--- src/rtl/core/lkb32_pkg.sv ---
`timescale 1ns / 1ps
// ---------------------------------------------------------------------------
// lkb32_pkg
// Types and constants shared by the license key base32 decoder.
// ---------------------------------------------------------------------------
package lkb32_pkg;

    localparam int KEY_CHARS    = 71;
    localparam int GROUP_SPAN   = 6;
    localparam int SYMBOL_BITS  = 5;
    localparam int DIGIT_OFFSET = 26;
    localparam int BYTE_BITS    = 8;
    localparam int BYTE_COUNT_MAX = 63;

    localparam logic [7:0] VERSION_BYTE = 8'h01;
    localparam logic [7:0] CHAR_DASH    = 8'h2D;
    localparam logic [7:0] CHAR_UPPER_A = 8'h41;
    localparam logic [7:0] CHAR_UPPER_Z = 8'h5A;
    localparam logic [7:0] CHAR_TWO     = 8'h32;
    localparam logic [7:0] CHAR_SEVEN   = 8'h37;

    typedef enum logic [1:0] {
        STATUS_OK      = 2'd0,
        STATUS_FORMAT  = 2'd1,
        STATUS_VERSION = 2'd2
    } status_t;

    typedef struct packed {
        logic [7:0] ch;
        logic       end_of_key;
    } key_char_t;

    typedef struct packed {
        logic [31:0] word;
        logic [3:0]  word_index;
        logic        word_valid;
        logic        done_res;
        status_t     status;
    } key_word_t;

    typedef struct packed {
        logic [6:0]  char_pos;
        logic [2:0]  group_pos;
        logic [7:0]  acc;
        logic [3:0]  bits_free;
        logic [5:0]  byte_count;
        logic [31:0] word_shift;
        logic        format_error;
        logic        version_error;
    } dec_state_t;

    localparam dec_state_t STATE_RESET = '{
        char_pos:      7'd0,
        group_pos:     3'd0,
        acc:           8'd0,
        bits_free:     4'd8,
        byte_count:    6'd0,
        word_shift:    32'd0,
        format_error:  1'b0,
        version_error: 1'b0
    };

endpackage

--- src/rtl/core/lkb32_stream_if.sv ---
`timescale 1ns / 1ps
// ---------------------------------------------------------------------------
// lkb32_stream_if
// Valid/ready channel carrying one item per handshake.
// ---------------------------------------------------------------------------
interface lkb32_stream_if #(
    parameter type T = logic [7:0]
);
    logic valid;
    logic ready;
    T     data;

    modport source (
        output valid,
        output data,
        input  ready
    );

    modport sink (
        input  valid,
        input  data,
        output ready
    );
endinterface

--- src/rtl/core/lkb32_step.sv ---
`timescale 1ns / 1ps
// ---------------------------------------------------------------------------
// lkb32_step
// Per-character decode: format check, base32 bit packing and word assembly.
// ---------------------------------------------------------------------------
module lkb32_step (
    input  lkb32_pkg::dec_state_t state,
    input  lkb32_pkg::key_char_t  item,
    output lkb32_pkg::dec_state_t state_next,
    output lkb32_pkg::key_word_t  result,
    output logic                  has_result
);
    import lkb32_pkg::*;

    logic       sym_ok;
    logic [4:0] sym_val;
    logic [7:0] sym_byte;
    logic [7:0] byte_out;
    logic [3:0] sh_up;
    logic [3:0] sh_down;
    logic [3:0] sh_fill;
    logic       have_word;
    logic [3:0] index_out;
    dec_state_t nxt;

    always_comb
    begin
        sym_ok  = 1'b0;
        sym_val = 5'd0;
        if (item.ch >= CHAR_UPPER_A && item.ch <= CHAR_UPPER_Z)
        begin
            sym_ok  = 1'b1;
            sym_val = 5'(item.ch - CHAR_UPPER_A);
        end
        else if (item.ch >= CHAR_TWO && item.ch <= CHAR_SEVEN)
        begin
            sym_ok  = 1'b1;
            sym_val = 5'(item.ch - CHAR_TWO + 8'(DIGIT_OFFSET));
        end
    end

    assign sym_byte = {3'b000, sym_val};
    assign sh_up    = state.bits_free - 4'(SYMBOL_BITS);
    assign sh_down  = 4'(SYMBOL_BITS) - state.bits_free;
    assign sh_fill  = 4'(BYTE_BITS - SYMBOL_BITS) + state.bits_free;
    assign byte_out = state.acc | (sym_byte >> sh_down);

    always_comb
    begin
        nxt       = state;
        have_word = 1'b0;
        index_out = 4'd0;

        if (state.char_pos >= 7'(KEY_CHARS))
        begin
            nxt.format_error = 1'b1;
        end
        else if (state.group_pos == 3'(GROUP_SPAN - 1))
        begin
            if (item.ch != CHAR_DASH)
            begin
                nxt.format_error = 1'b1;
            end
        end
        else if (!sym_ok)
        begin
            nxt.format_error = 1'b1;
        end
        else if (!state.format_error && !state.version_error)
        begin
            if (state.bits_free > 4'(SYMBOL_BITS))
            begin
                nxt.acc       = state.acc | (sym_byte << sh_up);
                nxt.bits_free = sh_up;
            end
            else
            begin
                nxt.acc       = sym_byte << sh_fill;
                nxt.bits_free = state.bits_free + 4'(BYTE_BITS - SYMBOL_BITS);
                if (state.byte_count == 6'd0)
                begin
                    if (byte_out != VERSION_BYTE)
                    begin
                        nxt.version_error = 1'b1;
                    end
                end
                else
                begin
                    nxt.word_shift = {state.word_shift[23:0], byte_out};
                    if (state.byte_count[1:0] == 2'b00)
                    begin
                        have_word = 1'b1;
                        index_out = state.byte_count[5:2] - 4'd1;
                    end
                end
                if (state.byte_count < 6'(BYTE_COUNT_MAX))
                begin
                    nxt.byte_count = state.byte_count + 6'd1;
                end
            end
        end

        if (state.char_pos < 7'(KEY_CHARS))
        begin
            nxt.char_pos  = state.char_pos + 7'd1;
            nxt.group_pos = (state.group_pos == 3'(GROUP_SPAN - 1)) ?
                            3'd0 : state.group_pos + 3'd1;
        end

        if (item.end_of_key && state.char_pos != 7'(KEY_CHARS - 1))
        begin
            nxt.format_error = 1'b1;
        end

        if (nxt.format_error)
        begin
            have_word = 1'b0;
            index_out = 4'd0;
        end

        has_result        = have_word || item.end_of_key;
        result.word       = have_word ? nxt.word_shift : 32'd0;
        result.word_index = index_out;
        result.word_valid = have_word;
        result.done_res   = item.end_of_key;
        if (!item.end_of_key)
        begin
            result.status = STATUS_OK;
        end
        else if (nxt.format_error)
        begin
            result.status = STATUS_FORMAT;
        end
        else if (nxt.version_error)
        begin
            result.status = STATUS_VERSION;
        end
        else
        begin
            result.status = STATUS_OK;
        end

        state_next = item.end_of_key ? STATE_RESET : nxt;
    end

endmodule

--- src/rtl/core/license_key_base32_decoder.sv ---
`timescale 1ns / 1ps
// ---------------------------------------------------------------------------
// license_key_base32_decoder
// Streams a dashed base32 license key in and key words plus a status out.
// ---------------------------------------------------------------------------
// key_chars carries one ASCII character per item, end_of_key set on the last
// one. A well-formed key is twelve groups of five symbols joined by dashes.
// dec_words carries at most one item per character: a completed 32-bit word
// (index 0 is the feature id, 1..8 key words) and/or, for the end-of-key
// character, the status (ok, bad format or length, bad version byte).
// Characters that complete no word and do not end the key give no item.
// A character is captured in the input register, decoded by the combinational step
// logic, and its result is captured in the output register, which drives dec_words.
// Throughput: one character per cycle unless the receiver stalls; the bit packing
// and word shift state updates as each character is decoded.
// If the receiver stalls, the output register holds its item and the input
// register still takes one more character; characters that give no result
// keep flowing through, a result-bearing one waits in the input register.
// Reset marks both registers empty and returns the decoder to the start of a key;
// the end-of-key character also returns it there.
// ---------------------------------------------------------------------------
module license_key_base32_decoder (
    input logic             clk,
    input logic             rst_n,
    lkb32_stream_if.sink    key_chars,
    lkb32_stream_if.source  dec_words
);
    import lkb32_pkg::*;

    logic       in_valid_reg;
    key_char_t  in_item_reg;
    dec_state_t state_reg;
    dec_state_t state_next;
    logic       out_valid_reg;
    logic       out_valid_next;
    key_word_t  out_item_reg;
    key_word_t  step_result;
    logic       step_has_result;
    logic       advance;

    lkb32_step u_step (
        .state      (state_reg),
        .item       (in_item_reg),
        .state_next (state_next),
        .result     (step_result),
        .has_result (step_has_result)
    );

    assign advance = in_valid_reg &&
                     (!step_has_result || !out_valid_reg || dec_words.ready);
    assign key_chars.ready = !in_valid_reg || advance;

    always_comb
    begin
        if (advance && step_has_result)
        begin
            out_valid_next = 1'b1;
        end
        else if (dec_words.ready)
        begin
            out_valid_next = 1'b0;
        end
        else
        begin
            out_valid_next = out_valid_reg;
        end
    end

    always_ff @(posedge clk or negedge rst_n)
    begin
        if (!rst_n)
        begin
            in_valid_reg  <= 1'b0;
            out_valid_reg <= 1'b0;
            state_reg     <= STATE_RESET;
        end
        else
        begin
            if (key_chars.ready)
            begin
                in_valid_reg <= key_chars.valid;
            end
            out_valid_reg <= out_valid_next;
            if (advance)
            begin
                state_reg <= state_next;
            end
        end
    end

    always_ff @(posedge clk)
    begin
        if (key_chars.valid && key_chars.ready)
        begin
            in_item_reg <= key_chars.data;
        end
        if (advance && step_has_result)
        begin
            out_item_reg <= step_result;
        end
    end

    assign dec_words.valid = out_valid_reg;
    assign dec_words.data  = out_item_reg;

`ifndef SYNTHESIS
    // words only ever carry indexes 0..8
    assert property (@(posedge clk) disable iff (!rst_n)
        out_valid_reg && out_item_reg.word_valid |-> out_item_reg.word_index <= 4'd8)
        else $error("word index out of range");

    // status is only reported with the end-of-key item
    assert property (@(posedge clk) disable iff (!rst_n)
        out_valid_reg && !out_item_reg.done_res |-> out_item_reg.status == STATUS_OK)
        else $error("status without end of key");

    // bit packer always has between one and eight free bits
    assert property (@(posedge clk) disable iff (!rst_n)
        state_reg.bits_free != 4'd0 && state_reg.bits_free <= 4'd8)
        else $error("bits_free out of range");

    // position saturates just past a full key
    assert property (@(posedge clk) disable iff (!rst_n)
        state_reg.char_pos <= 7'(KEY_CHARS))
        else $error("char position overrun");

    // the end-of-key item returns the decoder to the start of a key
    assert property (@(posedge clk) disable iff (!rst_n)
        advance && in_item_reg.end_of_key |=> state_reg == STATE_RESET)
        else $error("decoder not reset after end of key");
`endif

endmodule

--- src/flat_wrapper.sv ---
// flat-port wrapper written by rule: the top's interface ports become plain ports
module license_key_base32_decoder_flat import lkb32_pkg::*;
  (clk, rst_n, key_chars_valid, key_chars_data, key_chars_ready, dec_words_valid, dec_words_data, dec_words_ready);
  lkb32_stream_if #(.T(key_char_t)) key_chars_i ();
  lkb32_stream_if #(.T(key_word_t)) dec_words_i ();
  input logic clk;
  input logic rst_n;
  input wire logic [$bits(key_chars_i.valid)-1:0] key_chars_valid;
  input wire logic [$bits(key_chars_i.data)-1:0] key_chars_data;
  output wire logic [$bits(key_chars_i.ready)-1:0] key_chars_ready;
  output wire logic [$bits(dec_words_i.valid)-1:0] dec_words_valid;
  output wire logic [$bits(dec_words_i.data)-1:0] dec_words_data;
  input wire logic [$bits(dec_words_i.ready)-1:0] dec_words_ready;
  assign key_chars_i.valid = key_chars_valid;
  assign key_chars_i.data = key_chars_data;
  assign key_chars_ready = key_chars_i.ready;
  assign dec_words_valid = dec_words_i.valid;
  assign dec_words_data = dec_words_i.data;
  assign dec_words_i.ready = dec_words_ready;
  license_key_base32_decoder u_core (.clk(clk), .rst_n(rst_n), .key_chars(key_chars_i), .dec_words(dec_words_i));
endmodule
--- config.mk ---
export PLATFORM = sky130hd
export DESIGN_NAME = license_key_base32_decoder_flat
export DESIGN_NICKNAME = d
export VERILOG_FILES = /design/src/rtl/core/lkb32_pkg.sv /design/src/rtl/core/lkb32_stream_if.sv /design/src/rtl/core/lkb32_step.sv /design/src/rtl/core/license_key_base32_decoder.sv /design/src/flat_wrapper.sv
export SDC_FILE = /design/constraint.sdc
export NUM_CORES = 1
export LEC_CHECK = 0
export BUFFER_PORTS_ARGS = -buffer_cell sky130_fd_sc_hd__buf_2
export CAP_MARGIN = 20
export CORE_MARGIN = 1.5
export CORE_UTILIZATION = 50
export CTS_BUF_LIST = sky130_fd_sc_hd__clkbuf_4
export DETAILED_ROUTE_END_ITERATION = 10
export MAX_ROUTING_LAYER = met4
export PLACE_DENSITY = 0.78
export SLEW_MARGIN = 20
export SYNTH_ARGS = -nofsm -noshare
export SYNTH_HDL_FRONTEND = slang
export SYNTH_SLANG_ARGS = --single-unit
export TNS_END_PERCENT = 100
--- constraint.sdc ---
create_clock -name clk -period 8.7 [get_ports clk]
set_input_delay 0 -clock clk [delete_from_list [all_inputs] [get_ports clk]]
set_output_delay 0 -clock clk [all_outputs]
set_load 0.02 [all_outputs]
* Yosys cells after proc, flatten, opt, wreduce, memory -nomap -nowiden *
Cells that the tools add are included.

storage, ports and cells
  logic and storage cells = 119
  bits in registers = 113
  input port bits = 13
  output and inout bits = 42

operators by class
  multiplexer cells = 39
  order comparisons = 8
  add/sub/neg operators = 10
  bitwise logic cells = 6
  shift-type cells = 3
  reductions and logical operators = 28
  equal/unequal tests = 7

operators with widths
  cell                   number
  $mux W50               4
  $mux W62               1
  $mux W38               1
  $mux W32               1
  $mux W1                25
  $or A8 B8 Y8           2
  $shl A5 B4 Y8          2
  $mux W12               1
  $mux W10               1
  $mux W5                2
  $reduce_bool A2 Y1     5
  $ge A8 B6 Y1 const B   1
  $ge A8 B7 Y1 const B   1
  $le A8 B6 Y1 const B   1
  $le A8 B7 Y1 const B   1
  $ne A8 B1 Y1 const B   1
  $ne A8 B6 Y1 const B   1
  $reduce_or A8 Y1       1
  $shr A5 B4 Y8          1
  $add A7 B1 Y7 const B  1
  $ge A7 B7 Y1 const B   1
  $logic_and A1 B1 Y1    7
  $lt A7 B7 Y1 const B   1
  $ne A7 B7 Y1 const B   1
  other kinds (25)       37

* Depth between registers and ports, before layout *
  depth after elaboration = 16
  mapped depth = 12
  gate-level depth less buffers = 10

* Modules after synthesis *
Synthesis repeated with hierarchy kept, for this count alone.

unflattened totals
  cells, all modules = 822
  area, all modules = 7,783.7 um^2

by module, submodules not included
  module                      times used  sequential area each (um^2)  cells an instance  area an instance (um^2)
  license_key_base32_decoder  1           3,074.2                      412                5,322.6
  lkb32_step                  1           0.0                          410                2,461.1

* Worst setup path after synthesis *
Ideal clock, no wire load.

  kind = flip-flop to flip-flop
  start point = register u_core.in_item_reg[1] in the netlist's numbering
  end point = register u_core.out_item_reg (netlist bit u_core.dec_words.data[0]), enable pin
  period minus slack after synthesis = 4,296 ps
  stages on the path, launching flop included = 11
  slack = 4,404 ps
  library setup time = 437 ps
  data required time = 8,263 ps
  data arrival time = 3,859 ps
  path through = edfxtp_1 -> inv_1 -> ha_1 -> nor2b_1 -> and2_1 -> or3_4 -> buf_6 -> a2111o_1 -> inv_1 -> nor2_1 -> nor2_1

between the ends
  longest elaborated chain between the ends = 15
  elaborated cells between the ends (all ways) = 24
  those cells by class = order compare (4); eq/ne (1); mux (11); reduce/logical (8)

ends and longest elaborated chain
  element                                       line                              text
  from (decl)                                   license_key_base32_decoder.sv:31  key_char_t in_item_reg;
  from (signal assigned)                        license_key_base32_decoder.sv:95  in_item_reg <= key_chars.data;
  $ge A8 B6 Y1 or $le A8 B6 Y1 (tied branches)  lkb32_step.sv:35                  else if (item.ch >= CHAR_TWO && item.ch <= CHAR_SEVEN)
  $logic_and A1 B1 Y1                           lkb32_step.sv:35
  $mux W1                                       lkb32_step.sv:35
  $mux W1                                       lkb32_step.sv:30                  if (item.ch >= CHAR_UPPER_A && item.ch <= CHAR_UPPER_Z)
  $mux W1                                       lkb32_step.sv:65                  else if (!sym_ok)
  $mux W1                                       lkb32_step.sv:58                  else if (state.group_pos == 3'(GROUP_SPAN - 1))
  $mux W1                                       lkb32_step.sv:54                  if (state.char_pos >= 7'(KEY_CHARS))
  $mux W1                                       lkb32_step.sv:110                 if (item.end_of_key && state.char_pos != 7'(KEY_CHARS - 1))
  $mux W1 *                                     lkb32_step.sv:115                 if (nxt.format_error)
  $logic_or A1 B1 Y1 *                          lkb32_step.sv:121                 has_result = have_word || item.end_of_key;
  $logic_not A1 Y1                              license_key_base32_decoder.sv:50  (!step_has_result || !out_valid_reg || dec_words.ready);
  $logic_or A1 B1 Y1 (2 in series)              license_key_base32_decoder.sv:50
  $logic_and A1 B1 Y1                           license_key_base32_decoder.sv:49  assign advance = in_valid_reg &&
  $logic_and A1 B1 Y1 *                         license_key_base32_decoder.sv:97  if (advance && step_has_result)
  to (signal assigned)                          license_key_base32_decoder.sv:99  out_item_reg <= step_result;
  to (decl)                                     license_key_base32_decoder.sv:36  key_word_t out_item_reg;

Every way passes the cells marked *; elsewhere a longest branch is shown, timed or not.
A chain may end at the register's enable or synchronous reset.

* Final worst setup path *
  start point = register u_core.state_reg[40] in the netlist's numbering
  end point = register u_core.in_item_reg[8] in the netlist's numbering, enable pin

between the ends
  longest elaborated chain between the ends = 14

ends and longest elaborated chain
  element                           line                              text
  from (decl)                       license_key_base32_decoder.sv:32  dec_state_t state_reg;
  from (signal assigned)            license_key_base32_decoder.sv:86  state_reg <= state_next;
  $gt A4 B3 Y1                      lkb32_step.sv:71                  if (state.bits_free > 4'(SYMBOL_BITS))
  $mux W1                           lkb32_step.sv:71
  $mux W1                           lkb32_step.sv:69                  else if (!state.format_error && !state.version_error)
  $mux W1                           lkb32_step.sv:65
  $mux W1                           lkb32_step.sv:58
  $mux W1                           lkb32_step.sv:54
  $mux W1                           lkb32_step.sv:115
  $logic_or A1 B1 Y1                lkb32_step.sv:121
  $logic_not A1 Y1                  license_key_base32_decoder.sv:50
  $logic_or A1 B1 Y1 (2 in series)  license_key_base32_decoder.sv:50
  $logic_and A1 B1 Y1               license_key_base32_decoder.sv:49
  $logic_or A1 B1 Y1                license_key_base32_decoder.sv:51  assign key_chars.ready = !in_valid_reg || advance;
  $logic_and A1 B1 Y1               license_key_base32_decoder.sv:93  if (key_chars.valid && key_chars.ready)

Every way passes these cells.

==> results.py <==
metrics = {
    "critical_path": {
        "crit_chain": "clkinv_1 > ha_1 > nor3b_1 > nor4_1 > nand3_1 > a2111o_1 > inv_1 > nor2_1 > nor2_1 > a21boi_1",
        "crit_top_cell": "nor2_1",
        "r2r-start": "u_core.state_reg[40]",
        "worstSetupPathType": "flop to flop",
        "slowest_delay_ps": 630,
        "r2r_slack_ps": 4140,
        "r2r-end": "u_core.in_item_reg[8]",
        "reg2reg_depth": 10,
        "end_kind": "flop",
        "critical_path.slowest_cell": "dfrtp_1",
        "crit_fanout": 28,
        "cp.required_ps": 8820,
        "path_buf_inv": 2,
        "worstPathArrival_ps": 4690,
        "critPathLaunchType": "flop",
        "critPathTopFamily": "simple AND/OR/NAND/NOR gates",
    },
    "global_routing": {
        "grt_pass1_wl_um": 18000,
        "grt_antenna_before_repair": 0,
        "grt_overflow": 0,
        "grt_pass1_vias": 3724,
        "track_usage_pct": 21.1,
        "grt_max_degree": 58,
    },
    "drt": {
        "viasPerCell": 5.80,
        "drtPass1Iterations": 5,
        "drt_iter0_markers": 335,
        "drc": 0,
        "via_count": 3917,
        "avgRoutedWirePerCell_um": 16.1,
        "wl_um": 10900,
        "detail-route-antenna-nets": 0,
    },
    "power_and_ir_drop": {
        "switching_share_pct": 28.0,
        "seqPwrFrac_pct": 59.0,
        "vdd_ir_drop_max_mv": 0.0660,
        "pwr-share-comb_pct": 14.2,
        "p_int_mw": 0.691,
        "p_switching_mw": 0.268,
        "fin_total_pwr_mw": 0.960,
        "p_clk_share_pct": 26.8,
        "p_per_area_nw_per_um2": 161,
        "p_leak_nw": 2.54,
    },
    "die": {
        "fp.dieArea_sq_um": 11200,
        "die-width_um": 106,
        "io_pins": 55,
        "start_util_pct": 51.4,
        "core_sq_um": 10300,
        "fp-row-count": 37,
        "die_h_um": 106,
    },
    "sta": {
        "timing.setup.tns_ps": 0,
        "tightest_slew_ps": 739,
        "rsz0062_at_grt": "false",
        "max_slew_margin_pct": 50.7,
        "period_needed_ps": 4560,
        "setup-violations-final": 0,
        "clock_skew_ps": 12.8,
        "fmax_mhz": 219,
        "hold_viol": 0,
        "drv_slew": 0,
        "finalCritPeriodShare_pct": 52.5,
    },
    "logic_synthesis": {
        "synth-simple-area-share_pct": 17.5,
        "synth_top_area_cell": "edfxtp_1",
        "synth_area_sq_um": 5310,
        "synth_xor_area_share_pct": 0.990,
        "yosysSeqAreaShare_pct": 54.6,
        "synth_cell_types": 65,
        "synth.most_common_cell": "dfrtp_1",
        "syn-num-nets": 506,
        "yosys-mux-area-fraction_pct": 1.44,
        "ys_warn_count": 0,
        "ys.flop_type": "dfrtp_1",
        "synthAdderAreaFrac_pct": 3.77,
        "synth.area.top_cells": "edfxtp_1, dfrtp_1, a22o_1",
        "synth-edff-count": 49,
        "synthTopCellsByCount": "dfrtp_1, edfxtp_1, and2_1, nand2_1, nor2_1",
        "synth.top_cell.area_share_pct": 27.7,
        "synth_compound_area_share_pct": 18.2,
        "synth_top_family_by_area": "compound AO/OA/AOI/OAI gates",
        "postSynth.asyncResetShare_pct": 53.8,
        "syn_avg_cell_area_sq_um": 11.1,
        "synth-seq-cells": 106,
        "synthCells": 477,
    },
    "clock_tree": {
        "clk_pin_slew_ps": 150,
        "clkLatencyLatePin_ps": 480,
        "ctsResizeCount": 0,
        "cts_tree": "yes",
        "clock-sinks": 106,
        "root_buffer": "clkbuf_4",
        "cts.path.max_buffers": 2,
        "htree_levels": 3,
        "cts_buffers": 9,
    },
    "placed_design": {
        "dp.cells": 647,
        "gp_congestion": 0.862,
        "hpwl_um": 7640,
        "io_buffers": 54,
    },
    "cells_and_area": {
        "largest_register_ffs": 55,
        "final_core_util_pct": 57.6,
        "drive_gt1_share_pct": 17.6,
        "num_antenna_cells": 0,
        "final_nets": 563,
        "area_delta_synth_final_pct": 12.0,
        "layout.cells.non_filler": 675,
    },
    "status": {
        "status": "completed",
    },
    "hold_path": {
        "whs_endpoint": "u_core.dec_words.valid",
        "hold_class": "input pin to flop",
        "min_path_cells": 3,
        "hp-start": "dec_words_ready",
    },
    "job": {
        "cap_violations": 0,
    },
}
-- metrics by stage --
step / area [sq um] / hold WS (ps) / worst slack, ps
finish: 5950 / 108 / 4140
detailed placement: 5670 / 178 / 3930
global placement: 5670 / 177 / 4190
floorplan: 5310 / -296 / 4400
global route: 5950 / 127 / 3760
CTS: 5930 / 99.4 / 3880
-- worst register-to-register path: cells and delay by family (launching register included) --
kind	cells	cell delay, ps
AND/OR/NAND/NOR	5	1440
AO/OA/AOI/OAI	2	1020
adder cells (fa/ha/maj)	1	340
flip-flops	1	630
buffers and inverters	2	780
-- cell usage in the layout, fill, tap and decap left out, types with 6 or more instances in the layout --
| cell | instances |
|---|---|
| nand2_1 | 32 |
| a22o_1 | 24 |
| clkbuf_4 | 11 |
| edfxtp_1 | 49 |
| a31oi_1 | 7 |
| or4_1 | 6 |
| dlygate4sd3_1 | 11 |
| nor2_1 | 25 |
| ha_1 | 16 |
| dfrtp_1 | 56 |
| o21ai_0 | 17 |
| nor2b_1 | 7 |
| o211ai_1 | 9 |
| and2_1 | 32 |
| nor3_1 | 11 |
| o22ai_1 | 6 |
| buf_2 | 54 |
| inv_1 | 18 |
| nand3_1 | 13 |
| a21oi_1 | 21 |
| o2bb2ai_1 | 8 |
-- per-layer routing --
| layer | part of all wire, % | track usage, % | vias to the layer above |
|---|---|---|---|
| li1 | - | - | 1891 |
| met1 | 47 | 27.7 | 1866 |
| met3 | 5.1 | 3.43 | 21 |
| met2 | 46 | 33.0 | 139 |
| met5 | 0 | - | - |
| met4 | 1.9 | 8.20 | 0 |
-- worst max path at each step --
| stage | start | end | slack [ps] | cells past startpoint |
|---|---|---|---|---|
| 2_1_floorplan | u_core.in_item_reg[1] | u_core.dec_words.data[0] | 4400 | 10 |
| 3_3_place_gp | u_core.state_reg[40] | u_core.in_item_reg[2] | 4190 | 10 |
| 3_5_place_dp | u_core.state_reg[40] | u_core.in_item_reg[1] | 3930 | 10 |
| 4_1_cts | u_core.state_reg[40] | u_core.in_item_reg[1] | 3880 | 10 |
| 5_1_grt | u_core.state_reg[40] | u_core.in_item_reg[1] | 3760 | 10 |
| 6_report | u_core.state_reg[40] | u_core.in_item_reg[8] | 4140 | 10 |
-- repair_timing --
action	4_1_cts	5_1_grt
endpoints found under the hold margin	66	0
buffers inserted	0	0
hold buffers	11	0
-- area by class of cell --
type	instances	area, sq um
Fill cell	846	4380
Sequential cell	106	2900
Multi-Input combinational cell	328	2230
Timing Repair Buffer	70	430
Clock inverter	5	62.6
Inverter	19	71.3
Clock buffer	11	82.6
Tap cell	136	170
-- cell families after synthesis --
group | Yosys count
and+or+nand+nor | 168
AOI/OAI and AO/OA | 131
DFF | 106
buffers and inverters | 43
adders and majority gates | 16
muxes | 7
xor gates and xnor gates | 6
-- power by group through the flow --
stage	sequential (mW)	clock, mW	combinational [mW]
after floorplan	0.586	0	0.0812
after global placement	0.575	0	0.128
after detailed placement	0.576	0	0.130
after CTS	0.566	0.260	0.135
after global routing	0.569	0.283	0.151
final	0.566	0.258	0.136
Note: power is estimated with default switching activity, not from simulation.
